**src/sv/bgd_pkg.sv**
```systemverilog
// ----------------------------------------------------------------------------
// bgd_pkg
// Shared types and constants for the button gesture detector.
// ----------------------------------------------------------------------------
package bgd_pkg;

	// Timer width default and configuration register width
	localparam int TIMER_BITS_DEF = 16;
	localparam int CFG_DATA_W     = 16;
	localparam int CFG_IDX_W      = 2;

	// Configuration register indexes
	localparam logic [CFG_IDX_W-1:0] CFG_CLICK_WINDOW = 2'd0;
	localparam logic [CFG_IDX_W-1:0] CFG_HOLD_WINDOW  = 2'd1;
	localparam logic [CFG_IDX_W-1:0] CFG_LONG_HOLD    = 2'd2;

	// Reset values of the window registers
	localparam logic [CFG_DATA_W-1:0] CLICK_WINDOW_RST = 16'd50;
	localparam logic [CFG_DATA_W-1:0] HOLD_WINDOW_RST  = 16'd50;
	localparam logic [CFG_DATA_W-1:0] LONG_HOLD_RST    = 16'd350;

	// Gesture codes
	typedef logic [2:0] gesture_t;
	localparam gesture_t GEST_NONE       = 3'd0;
	localparam gesture_t GEST_CLICK      = 3'd1;
	localparam gesture_t GEST_DOUBLE     = 3'd2;
	localparam gesture_t GEST_HOLD       = 3'd3;
	localparam gesture_t GEST_CLICK_HOLD = 3'd4;
	localparam gesture_t GEST_LONG_HOLD  = 3'd5;

	// Window lengths as seen by the machine
	typedef struct packed {
		logic [CFG_DATA_W-1:0] click_window;
		logic [CFG_DATA_W-1:0] hold_window;
		logic [CFG_DATA_W-1:0] long_hold;
	} cfg_t;

endpackage

```
**src/sv/bgd_cfg_regs.sv**
```systemverilog
// ----------------------------------------------------------------------------
// bgd_cfg_regs
// Window length registers, written by index, no read-back.
// ----------------------------------------------------------------------------
module bgd_cfg_regs import bgd_pkg::*; (
	input  logic                  clk,
	input  logic                  arst_n,
	input  logic                  cfg_we,
	input  logic [CFG_IDX_W-1:0]  cfg_index,
	input  logic [CFG_DATA_W-1:0] cfg_data,
	output cfg_t                  cfg
);

	cfg_t cfg_q;

	// register writes; unknown indexes are dropped
	always_ff @(posedge clk or negedge arst_n) begin
		if (!arst_n) begin
			cfg_q.click_window <= CLICK_WINDOW_RST;
			cfg_q.hold_window  <= HOLD_WINDOW_RST;
			cfg_q.long_hold    <= LONG_HOLD_RST;
		end else if (cfg_we) begin
			unique case (cfg_index)
				CFG_CLICK_WINDOW: cfg_q.click_window <= cfg_data;
				CFG_HOLD_WINDOW:  cfg_q.hold_window  <= cfg_data;
				CFG_LONG_HOLD:    cfg_q.long_hold    <= cfg_data;
				default: ;
			endcase
		end
	end

	assign cfg = cfg_q;

endmodule

```
**src/sv/bgd_fsm.sv**
```systemverilog
// ----------------------------------------------------------------------------
// bgd_fsm
// Level tracker, window timer and gesture state machine; one tick per step.
// ----------------------------------------------------------------------------
module bgd_fsm import bgd_pkg::*; #(
	parameter int TIMER_BITS = TIMER_BITS_DEF
) (
	input  logic     clk,
	input  logic     arst_n,
	input  logic     step,
	input  logic     level,
	input  cfg_t     cfg,
	output gesture_t gesture,
	output logic     level_seen
);

	localparam int LOAD_W = (TIMER_BITS > CFG_DATA_W) ? TIMER_BITS : CFG_DATA_W;
	localparam logic [LOAD_W-1:0] TIMER_TOP = LOAD_W'({TIMER_BITS{1'b1}});

	typedef enum logic [6:0] {
		ST_IDLE     = 7'b0000001,
		ST_CLICK1   = 7'b0000010,
		ST_PRE      = 7'b0000100,
		ST_CLICK2   = 7'b0001000,
		ST_HOLD     = 7'b0010000,
		ST_CNH      = 7'b0100000,
		ST_HOLD_REL = 7'b1000000
	} state_t;

	typedef enum logic [1:0] {
		EV_NONE,
		EV_PRESS,
		EV_RELEASE,
		EV_TIMEOUT
	} event_t;

	// window load, saturated to what the timer holds
	function automatic logic [TIMER_BITS-1:0] sat_load(input logic [CFG_DATA_W-1:0] ticks);
		logic [LOAD_W-1:0] wide;
		wide = LOAD_W'(ticks);
		if (wide > TIMER_TOP)
			return TIMER_BITS'(TIMER_TOP);
		else
			return TIMER_BITS'(wide);
	endfunction

	state_t                state_q, state_d;
	logic [TIMER_BITS-1:0] timer_q, timer_d;
	logic                  last_q, last_d;
	logic                  running;
	logic                  timeout;
	event_t                ev;
	gesture_t              gest;

	assign running = (timer_q != '0);
	assign timeout = running && (timer_q == TIMER_BITS'(1));

	// event decode and machine step
	always_comb begin
		state_d = state_q;
		timer_d = running ? (timer_q - 1'b1) : '0;
		last_d  = last_q;
		gest    = GEST_NONE;
		ev      = EV_NONE;

		// a timeout tick skips the sample
		if (timeout) begin
			ev = EV_TIMEOUT;
		end else if (level != last_q) begin
			last_d = level;
			ev     = level ? EV_PRESS : EV_RELEASE;
		end

		unique case (state_q)
			ST_CLICK1: begin
				if (ev == EV_RELEASE) begin
					gest    = GEST_CLICK;
					state_d = ST_PRE;
				end else if (ev == EV_TIMEOUT) begin
					timer_d = sat_load(cfg.hold_window);
					state_d = ST_HOLD;
				end
			end
			ST_PRE: begin
				if (ev == EV_PRESS)
					state_d = ST_CLICK2;
				else if (ev == EV_TIMEOUT)
					state_d = ST_IDLE;
			end
			ST_CLICK2: begin
				if (ev == EV_RELEASE) begin
					gest    = GEST_DOUBLE;
					timer_d = '0;
					state_d = ST_IDLE;
				end else if (ev == EV_TIMEOUT) begin
					timer_d = sat_load(cfg.hold_window);
					state_d = ST_CNH;
				end
			end
			ST_HOLD, ST_CNH: begin
				if (ev == EV_RELEASE) begin
					timer_d = '0;
					state_d = ST_IDLE;
				end else if (ev == EV_TIMEOUT) begin
					gest    = (state_q == ST_HOLD) ? GEST_HOLD : GEST_CLICK_HOLD;
					timer_d = sat_load(cfg.long_hold);
					state_d = ST_HOLD_REL;
				end
			end
			ST_HOLD_REL: begin
				if (ev == EV_RELEASE) begin
					timer_d = '0;
					state_d = ST_IDLE;
				end else if (ev == EV_TIMEOUT) begin
					gest    = GEST_LONG_HOLD;
					state_d = ST_IDLE;
				end
			end
			default: begin
				// idle, and any stray code behaves as idle
				state_d = ST_IDLE;
				if (ev == EV_PRESS) begin
					timer_d = sat_load(cfg.click_window);
					state_d = ST_CLICK1;
				end
			end
		endcase
	end

	// state update, once per tick
	always_ff @(posedge clk or negedge arst_n) begin
		if (!arst_n) begin
			state_q <= ST_IDLE;
			timer_q <= '0;
			last_q  <= 1'b0;
		end else if (step) begin
			state_q <= state_d;
			timer_q <= timer_d;
			last_q  <= last_d;
		end
	end

	assign gesture    = gest;
	assign level_seen = last_d;

endmodule

```
**src/sv/button_gesture_detector.sv**
```systemverilog
// ----------------------------------------------------------------------------
// button_gesture_detector
// Click, double click, hold, click-and-hold and long hold from polled samples.
// ----------------------------------------------------------------------------
// channel  dir  handshake          payload
// s_*      in   tvalid/tready      tdata[0] button_level
// m_*      out  tvalid/tready      tdata[2:0] gesture, tdata[3] level_seen
// cfg_*    in   cfg_we             cfg_index, cfg_data (16 bits)
//
// One request per cycle sustained while m_tready is high; input register,
// then result register, with the machine and timer update in between.
// Every tick gives exactly one result, gesture none on most ticks.
// Reset returns the machine to idle, the timer stopped, level released and
// window registers to 50/50/350. No clearing pass.
// A stall on m_tready holds the result register and backs up into s_tready.
// ----------------------------------------------------------------------------
module button_gesture_detector import bgd_pkg::*; #(
	parameter int TIMER_BITS = TIMER_BITS_DEF
) (
	input  logic                  clk,
	input  logic                  arst_n,
	input  logic                  s_tvalid,
	output logic                  s_tready,
	input  logic [7:0]            s_tdata,   // [0] button_level
	output logic                  m_tvalid,
	input  logic                  m_tready,
	output logic [7:0]            m_tdata,   // [2:0] gesture, [3] level_seen
	input  logic                  cfg_we,
	input  logic [CFG_IDX_W-1:0]  cfg_index,
	input  logic [CFG_DATA_W-1:0] cfg_data
);

	cfg_t     cfg;
	logic     valid_s1;
	logic     level_s1;
	logic     out_valid_q;
	gesture_t gesture_q;
	logic     level_seen_q;
	logic     adv;
	logic     step;
	gesture_t gesture_d;
	logic     level_seen_d;

	bgd_cfg_regs u_cfg (
		.clk       (clk),
		.arst_n    (arst_n),
		.cfg_we    (cfg_we),
		.cfg_index (cfg_index),
		.cfg_data  (cfg_data),
		.cfg       (cfg)
	);

	bgd_fsm #(
		.TIMER_BITS (TIMER_BITS)
	) u_fsm (
		.clk        (clk),
		.arst_n     (arst_n),
		.step       (step),
		.level      (level_s1),
		.cfg        (cfg),
		.gesture    (gesture_d),
		.level_seen (level_seen_d)
	);

	// flow control: result register frees when empty or taken
	assign adv      = !out_valid_q || m_tready;
	assign s_tready = !valid_s1 || adv;
	assign step     = valid_s1 && adv;

	// input register
	always_ff @(posedge clk or negedge arst_n) begin
		if (!arst_n) begin
			valid_s1 <= 1'b0;
		end else if (s_tready) begin
			valid_s1 <= s_tvalid;
		end
	end

	always_ff @(posedge clk) begin
		if (s_tvalid && s_tready) begin
			level_s1 <= s_tdata[0];
		end
	end

	// result register
	always_ff @(posedge clk or negedge arst_n) begin
		if (!arst_n) begin
			out_valid_q <= 1'b0;
		end else if (adv) begin
			out_valid_q <= valid_s1;
		end
	end

	always_ff @(posedge clk) begin
		if (step) begin
			gesture_q    <= gesture_d;
			level_seen_q <= level_seen_d;
		end
	end

	assign m_tvalid = out_valid_q;
	assign m_tdata  = {4'b0000, level_seen_q, gesture_q};

endmodule

```
**config.mk**
```make
export PLATFORM = sky130hd
export DESIGN_NAME = button_gesture_detector
export DESIGN_NICKNAME = d
export VERILOG_FILES = /design/src/sv/bgd_pkg.sv /design/src/sv/bgd_cfg_regs.sv /design/src/sv/bgd_fsm.sv /design/src/sv/button_gesture_detector.sv
export SDC_FILE = /design/constraint.sdc
export NUM_CORES = 1
export LEC_CHECK = 0
export ABC_AREA = 1
export BUFFER_PORTS_ARGS = -buffer_cell sky130_fd_sc_hd__buf_4
export CORE_MARGIN = 8
export CORE_UTILIZATION = 35
export DETAILED_ROUTE_END_ITERATION = 8
export HOLD_SLACK_MARGIN = 0.03
export PLACE_DENSITY_LB_ADDON = 0.15
export RECOVER_POWER = 25
export SLEW_MARGIN = 40
export SYNTH_ARGS = -nofsm -noshare
export SYNTH_HDL_FRONTEND = slang
export SYNTH_SLANG_ARGS = --single-unit
```
**constraint.sdc**
```tcl
create_clock -name clk -period 2.1 [get_ports clk]
set_clock_uncertainty 0.1 [all_clocks]
set_input_delay 0.315 -clock clk [delete_from_list [all_inputs] [get_ports clk]]
set_output_delay 0.315 -clock clk [all_outputs]
set_load 0.005 [all_outputs]
```
==> metrics.md, run 1 <==
| Metric | Value |
|---|---|
| Register Area | `2020 um^2` |
| CTS root buf | `clkbuf_16` |
| Slowest stage delay, CP | `0.39 ns` |
| Clk_lat worst skew | `0.34 ns` |
| Count of H-tree levels built during CTS | `3` |
| Drt drc | `0` |
| Netlist area before placement | `4690 um^2` |
| Maximum fanout count along the critical path | `7` |
| Die Height | `132 um` |
| Crit path time final | `approximately 2 ns` |
| Arrival @ worst endpoint | `about 2.2 ns` |
| GRT overflow | `0` |
| Standard cell with the maximum stage delay on the critical path | `dfrtp_1` |
| Met2 wirelength from detailed routing | `roughly 5700 um` |
| Share of Yosys cell area claimed by the top area cell type | `between 30% and 40%` |
| Buf/Inv on CP | `3` |
| Post-synthesis register bit count | `79` |
| Post-Route Setup TNS | `0 ns` |
| Wire length reported by the detailed router | `12800 um` |
| Final standard cell count with taps included and fillers excluded | `900` |
| Wire length of the first global-routing pass | `20500 um` |
| Type of the most critical hold path | `input pin to register` |
| Total length of routed met3 wires | `519 um` |
| HPWL after detailed placement | `9300 um` |
| Net count reported at finish | `753` |
| Core area | `roughly 13000 um^2` |
| Count of pins over their slew limit | `0` |
| Initial standard-cell utilization of the core | `35.6%` |
| Highest achievable clock rate | `between 0.4 and 0.5 GHz` |
| Dpl cells | `866` |
| Share of the core filled with cells in the final layout | `45.6%` |
| Area used by multi-input combinational logic | `2480 um^2` |
| Top cells by instance count after synthesis | `nand2_1 (207), nor2_1 (79), inv_1 (70), dfrtp_1 (61), o21ai_0 (53)` |
| Share of the yosys chip area belonging to registers | `43.0%` |
| Most frequently used cell type in the post-synthesis netlist | `nand2_1` |
| Startpoint kind of the worst setup timing path | `register` |
| DRT iter0 DRCs | `248` |
| Static Leak | `2.99 nW` |
| Chip width | `about 130 um` |
| Post-synth cell types | `36` |
| Layout overhead on the synthesized area | `28.2%` |
| Antenna violations before repair | `0` |
| Share of post-route cells with drive strength above 1 | `26.5%` |
| Per-instance average area after synthesis | `~7.2 um^2` |
| Number of instances in the synthesized netlist | `649` |
| Required time of the critical path | `between 2 and 2.5 ns` |
| Total global routing track utilization | `14.5%` |
| Number of global-route vias before repair | `4123` |
| Predominant post-synthesis flop cell | `dfrtp_1` |
| DIE AREA | `17400 um^2` |
| Maximum capacitance violations | `0` |
| Vias after detailed routing | `approximately 4300` |
| Worst rel slew slack | `around an eighth` |
| Worst supply voltage drop on vdd | `0.000432 V` |
| Hold Fails Final Rpt | `0` |
| Fraction of the cycle the final worst path needs | `97.7%` |
| Top-Level Pins | `41` |
| Post-DR wirelength/cell | `14.2 um` |
| Run status | `finished clean` |
| CTS buffer count | `9` |
| Final weighted congestion of routability-driven global placement | `0.876` |
| Clock buffer depth | `2` |
| Unrepaired setup endpoints after global routing | `yes` |
| CP delay by family, top | `simple AND/OR/NAND/NOR gates` |
| Met1 Wirelength | `6360 um` |
| Most frequent CP cell | `nand2_2` |
| Cells along the critical path | `nor2_2 > nand2_2 > nor2_4 > buf_6 > nand3_4 > nand2_4 > nor2_4 > buf_6 > nand2_2 > nand2_2 > nor2_2 > nand3_1 > nand2_1 > inv_1` |
| Count of inserted antenna diode cells | `0` |
| Endpoint class of the critical path | `register` |
| Number of synthesis warnings | `0` |
| Filler Cells Inserted | `1331` |
| FFs w/ async S/R, synth | `93.7%` |
| CTS tree | `built` |
| Number of search-and-repair iterations in the first detailed-routing pass | `5` |
| Critical path class | `register to register` |
| Worst slew pin tran | `1.32 ns` |
| Row count | `42` |
| Count of buffers inserted at the top-level ports | `29` |
| Final ANT Viol Nets | `0` |
| Number of flops mapped to enable cells by yosys | `5` |
| Uppermost layer routed | `met4` |
| Clock transition at the registers of the reported paths | `0.07 ns` |
| Top cell type by total area after synthesis | `dfrtp_1` |
| TritonCTS sink count | `between 70 and 80` |
| Setup violators final | `0` |
| Power density over the cells | `between 1000 and 1500 nW/um^2` |
| Largest net degree at the start of global routing | `40` |
| Main area contributors after synthesis | `dfrtp_1 (33%), nand2_1 (17%), dfstp_2 (7.3%)` |
| Via-to-Cell Ratio | `around 4.7` |
==> flip-flops by register name (all words and copies together), names as in the netlist <==
register,cells
level_s1,1
u_cfg.cfg,48
level_seen_q,1
m_tvalid,1
u_fsm.timer_q,16
gesture_q,3
u_fsm.last_q,1
u_fsm.state_q,7
valid_s1,1
==> through the flow <==
stage / hold WS [ns] / total power [mW] / area (um^2) / worst slack, ns
detailed placement: 0.230 / 5.19 / 5270 / 0.00289
global route: 0.0602 / 8.04 / 6010 / -0.104
finish: 0.0686 / 7.49 / 6010 / 0.0489
global placement: 0.224 / 5.14 / 5270 / 0.0262
floorplan: -0.0806 / 4.23 / 4700 / 0.320
CTS: 0.0350 / 7.08 / 5650 / 0.0146
==> timing repair <==
action                                 CTS  global route
gates resized for setup                  0            66
cloned                                   0             2
endpoints found under the hold margin   27             0
hold buffers                             1             0
pin swaps                                1            29
setup buffers                            2            13
setup endpoints to repair                1            18
==> final cells by class <==
type	instances	share of cell area, %
Inverter	78	4.99
Sequential cell	79	33.6
Clock buffer	9	3.75
Timing Repair Buffer	76	10.6
Tap cell	176	3.66
Multi-Input combinational cell	475	41.3
Clock inverter	7	2.12
==> layer usage <==
metal | up-vias | global-route usage, %
met1 | 1958 | 20.0
met2 | 98 | 22.3
met5 | - | 0
met4 | 0 | 4.85
li1 | 2184 | -
met3 | 18 | 2.82
==> cells in the final DEF (no fill, tap or decap), drive strengths merged <==
cell,instances
a21oi,19
a22o,7
buf,69
bufinv,3
clkbuf,15
clkinv,3
conb,4
dfrtp,61
dfstp,13
dlygate4sd3,1
edfxtp,5
ha,3
inv,79
nand2,218
nand3,46
nand3b,1
nand4,2
nor2,97
nor3,2
o211ai,2
o21ai,67
o31ai,2
or2,2
xnor2,2
xor2,1
==> kinds of logic (layout without fill, tap and decap cells) <==
logic type / Yosys count / count (layout) / share of synthesized area, %
AND/OR/NAND/NOR: 367 / 368 / 35.3
buffers and inverters: 99 / 170 / 8.78
AO/OA/AOI/OAI: 97 / 97 / 11.4
flip-flops: 79 / 79 / 43.0
adder cells (fa/ha/maj): 3 / 3 / 0.800
XOR/XNOR: 3 / 3 / 0.560
other: 1 / 4 / 0.0799
==> report_power, final <==
group | switching, mW | leakage [nW] | internal, mW
Sequential | 0.308 | 0.929 | 1.96
Clock | 0.683 | 0.172 | 1.18
Combinational | 2.08 | 1.89 | 1.28
==> worst paths after layout <==
check	startpoint	end	slack (ns)	depth (start not counted)
max reg2reg	u_fsm.timer_q[6]$_DFFE_PN0P_	u_fsm.timer_q[13]$_DFFE_PN0P_	0.05	14
min in group asynchronous	arst_n	m_tvalid$_DFFE_PN0P_	0.39	2
min	s_tdata[0]	level_s1$_DFFE_PP_	0.07	1
max in group asynchronous	arst_n	u_cfg.cfg[2]$_DFFE_PN1P_	0.87	3
max	u_fsm.timer_q[6]$_DFFE_PN0P_	u_fsm.timer_q[13]$_DFFE_PN0P_	0.05	14
min reg2reg	u_cfg.cfg[26]$_DFFE_PN0P_	u_cfg.cfg[26]$_DFFE_PN0P_	0.39	2
(Power assumes the default switching activity.)
==> run 2, diff against run 1 <==
--- a/config.mk
+++ b/config.mk
@@ -5,14 +5,13 @@
 export SDC_FILE = /design/constraint.sdc
 export NUM_CORES = 1
 export LEC_CHECK = 0
-export ABC_AREA = 1
+export ABC_AREA = 0
 export BUFFER_PORTS_ARGS = -buffer_cell sky130_fd_sc_hd__buf_4
 export CORE_MARGIN = 8
 export CORE_UTILIZATION = 35
 export DETAILED_ROUTE_END_ITERATION = 8
 export HOLD_SLACK_MARGIN = 0.03
 export PLACE_DENSITY_LB_ADDON = 0.15
-export RECOVER_POWER = 25
 export SLEW_MARGIN = 40
 export SYNTH_ARGS = -nofsm -noshare
 export SYNTH_HDL_FRONTEND = slang
==> run 2 against run 1 <==
Net effect:
- the flow now finishes with violations (setup timing)
- global-route usage rose by 1.3 points
- design area rose by 2.3%
- register-to-register slack got worse by 0.53 ns
- non-clock buffer count rose by 62
- clock power fell by 11%
- worst setup slack got worse by 0.53 ns
- final cell count fell by 22%
- via count fell by 14%
- largest cell class unchanged
- largest power group unchanged
==> metrics.md, run 2 <==
| Metric | Value |
|---|---|
| Start point of the worst hold path | `s_tvalid` |
| Clk_lat worst skew | `0.35 ns` |
| Type of the most critical hold path | `input pin to register` |
| Required time of the critical path | `2.24 ns` |
| Setup slack after layout | `-0.476 ns` |
| DIE AREA | `16200 um^2` |
| Row count | `40` |
| Hold Fails Final Rpt | `0` |
| Cells along the critical path | `nor4_2 > buf_4 > nand4_1 > o211ai_1 > nand2_1 > o31ai_4 > buf_4 > o21ai_2 > a22o_1` |
| TritonCTS sink count | `slightly below 80` |
| Number of synthesis warnings | `0` |
| Total global routing track utilization | `between 10% and 20%` |
| Layout overhead on the synthesized area | `42.2%` |
| Wire length reported by the detailed router | `12400 um` |
| Commonest non-fill, non-tap cell in the layout | `buf_4` |
| CTS tree | `built` |
| Post-Route Setup TNS | `-7.96 ns` |
| Commonest non-fill, non-tap cells in the layout | `buf_4 (116), dfrtp_1 (61), mux2_2 (48), nor2_1 (21), a21oi_1 (16)` |
| Count of inserted antenna diode cells | `0` |
| FFs w/ async S/R, synth | `about 94%` |
| Post-DR wirelength/cell | `17.6 um` |
| Net count reported at finish | `564` |
| FF-to-FF Start | `u_fsm.timer_q[12]$_DFFE_PN0P_` |
| Most frequent CP cell | `buf_4` |
| Count of H-tree levels built during CTS | `3` |
| Crit path time final | `around 2.6 ns` |
| Vias after detailed routing | `3679` |
| Clock transition at the registers of the reported paths | `0.06 ns` |
| Netlist area before placement | `approximately 4300 um^2` |
| Standard cell with the maximum stage delay on the critical path | `o31ai_4` |
| DRT iter0 DRCs | `between 200 and 250` |
| Number of flip-flops in the largest register | `48` |
| Final non-filler cell area | `6150 um^2` |
| Most frequently used cell type in the post-synthesis netlist | `dfrtp_1` |
| Chip width | `127 um` |
| Clock buffer depth | `2` |
| Post-detailed-placement cell area | `5400 um^2` |
| HPWL after detailed placement | `8920 um` |
| Per-instance average area after synthesis | `10.7 um^2` |
| CTS buffer count | `9` |
| Core area | `between 10000 and 15000 um^2` |
| Power density over the cells | `~1000 nW/um^2` |
| Count of buffers inserted at the top-level ports | `29` |
| Highest achievable clock rate | `0.388 GHz` |
| Via-to-Cell Ratio | `5.23` |
| Main area contributors after synthesis | `dfrtp_1 (35%), mux2_2 (12%), dfstp_2 (7.9%)` |
| Depth of the worst register-to-register path | `9` |
| Number of instances in the synthesized netlist | `approximately 400` |
| Number of flops mapped to enable cells by yosys | `5` |
| CTS root buf | `clkbuf_16` |
| CP delay by family, top | `compound AO/OA/AOI/OAI gates` |
| Die Height | `127 um` |
| Count of pins over their slew limit | `0` |
| Worst supply voltage drop on vdd | `0.000724 V` |
| Worst setup timing slack at the placement stage | `-0.435 ns` |
| Fraction of the cycle the final worst path needs | `123%` |
| Initial standard-cell utilization of the core | `roughly 36%` |
| Predominant post-synthesis flop cell | `dfrtp_1` |
| Share of the yosys chip area belonging to registers | `46.7%` |
| Endpoint class of the critical path | `register` |
| Final weighted congestion of routability-driven global placement | `0.846` |
| Setup violators final | `26` |
| Failing checks | `setup timing` |
| Number of global-route vias before repair | `3756` |
| Slowest stage delay, CP | `0.40 ns` |
| Arrival @ worst endpoint | `2.71 ns` |
| Antenna violations before repair | `0` |
| Maximum fanout count along the critical path | `5` |
| Run status | `complete, but fails checks` |
| Endpoint of the worst hold path | `valid_s1$_DFFE_PN0N_` |
| Drt drc | `0` |
| Critical path class | `register to register` |
| Unrepaired setup endpoints after global routing | `yes` |
| Final ANT Viol Nets | `0` |
| Top-Level Pins | `41` |
| Wire length of the first global-routing pass | `20000 um` |
| Startpoint kind of the worst setup timing path | `register` |
| Cell depth of the worst hold path | `2` |
| Buf/Inv on CP | `2` |
| Share of post-route cells with drive strength above 1 | `51.0%` |
| Maximum capacitance violations | `0` |
| Post-synthesis register bit count | `79` |
| Top cells by instance count after synthesis | `dfrtp_1 (61), mux2_2 (48), nor2_1 (26), nand2_1 (21), a21oi_1 (19)` |
| Number of search-and-repair iterations in the first detailed-routing pass | `4` |
| Filler Cells Inserted | `between 1000 and 1500` |
| GRT overflow | `0` |
| Top cell type by total area after synthesis | `dfrtp_1` |
| FF-to-FF End | `u_fsm.timer_q[13]$_DFFE_PN0P_` |
| Share of Yosys cell area claimed by the top area cell type | `35.3%` |
| Post-synth cell types | `70` |
| Register-to-Register Setup Slack | `-0.48 ns` |
| Static Leak | `about 2.6 nW` |
| Largest net degree at the start of global routing | `between 40 and 50` |
run 2: cell count changes in the layout (fill, tap and decap cells not counted), moves of 44 or more:
cell / previous run / this run
nand2_1: 193 / 14
buf_4: 62 / 116
nor2_1: 65 / 21
o21ai_0: 52 / 7
inv_1: 68 / 7
mux2_2: 0 / 48
run 2: area by class of cell:
class / count / area (um^2) / area share [%]
inverter: 7 / 26.3 / 0.427
clock inverter: 2 / 35.0 / 0.570
timing repair buffer: 138 / 1150 / 18.8
multi-input combinational: 295 / 2420 / 39.4
sequential: 79 / 2020 / 32.8
clock buffer: 14 / 285 / 4.64
tap: 168 / 210 / 3.42
run 2: logic make-up (layout without fill, tap and decap cells):
| family | Yosys count | count (layout) | share of synthesized area [%] |
|---|---|---|---|
| AO/OA/AOI/OAI | 104 | 104 | 17.2 |
| XOR/XNOR | 8 | 8 | 1.62 |
| adder cells (fa/ha/maj) | 3 | 3 | 0.868 |
| buffers and inverters | 33 | 161 | 3.85 |
| flip-flops | 79 | 79 | 46.7 |
| multiplexers | 49 | 49 | 12.7 |
| other | 1 | 4 | 0.0867 |
| AND/OR/NAND/NOR | 127 | 127 | 17.0 |
run 2: metrics by stage:
step                cells  util (%)  hold WS (ns)  power [mW]
global placement      670      44.8         0.213        4.40
finish                703      51.0        0.0722        6.44
CTS                   695      49.5        0.0579        6.36
global route          703      51.0        0.0751        6.80
detailed placement    670      44.8         0.208        4.44
floorplan             407         -       -0.0806        3.43
run 2: how the worst max path moves through the flow:
stage / start / to / slack [ns] / cells after the start
6_report: u_fsm.timer_q[12]$_DFFE_PN0P_ / u_fsm.timer_q[13]$_DFFE_PN0P_ / -0.48 / 9
5_1_grt: u_fsm.timer_q[12]$_DFFE_PN0P_ / u_fsm.timer_q[10]$_DFFE_PN0P_ / -0.61 / 9
4_1_cts: u_fsm.state_q[1]$_DFFE_PN0P_ / u_fsm.timer_q[8]$_DFFE_PN0P_ / -0.45 / 8
3_5_place_dp: u_fsm.timer_q[12]$_DFFE_PN0P_ / u_fsm.timer_q[8]$_DFFE_PN0P_ / -0.44 / 9
3_3_place_gp: u_fsm.timer_q[12]$_DFFE_PN0P_ / u_fsm.timer_q[7]$_DFFE_PN0P_ / -0.45 / 9
2_1_floorplan: u_fsm.state_q[1]$_DFFE_PN0P_ / u_fsm.timer_q[6]$_DFFE_PN0P_ / -0.40 / 10
run 2: per-layer routing:
metal	up-vias	GRT usage, %	part of all wire, %
met4	0	4.97	1.3
met3	14	3.70	3.3
li1	1768	-	-
met2	61	26.4	50
met5	-	0	0
met1	1836	19.9	46
run 2: repair_timing:
item / in CTS / in global routing
gates cloned: 1 / 0
endpoints found under the setup margin: 25 / 27
buffers inserted: 6 / 10
resized for setup: 37 / 30
endpoints found under the hold margin: 34 / 0
hold buffers: 2 / 0
pin swaps: 22 / 22
run 2: where the power goes:
group	total [mW]	switching, mW	internal (mW)
logic	2.61	1.21	1.40
registers	2.17	0.241	1.93
clock network	1.66	0.606	1.06
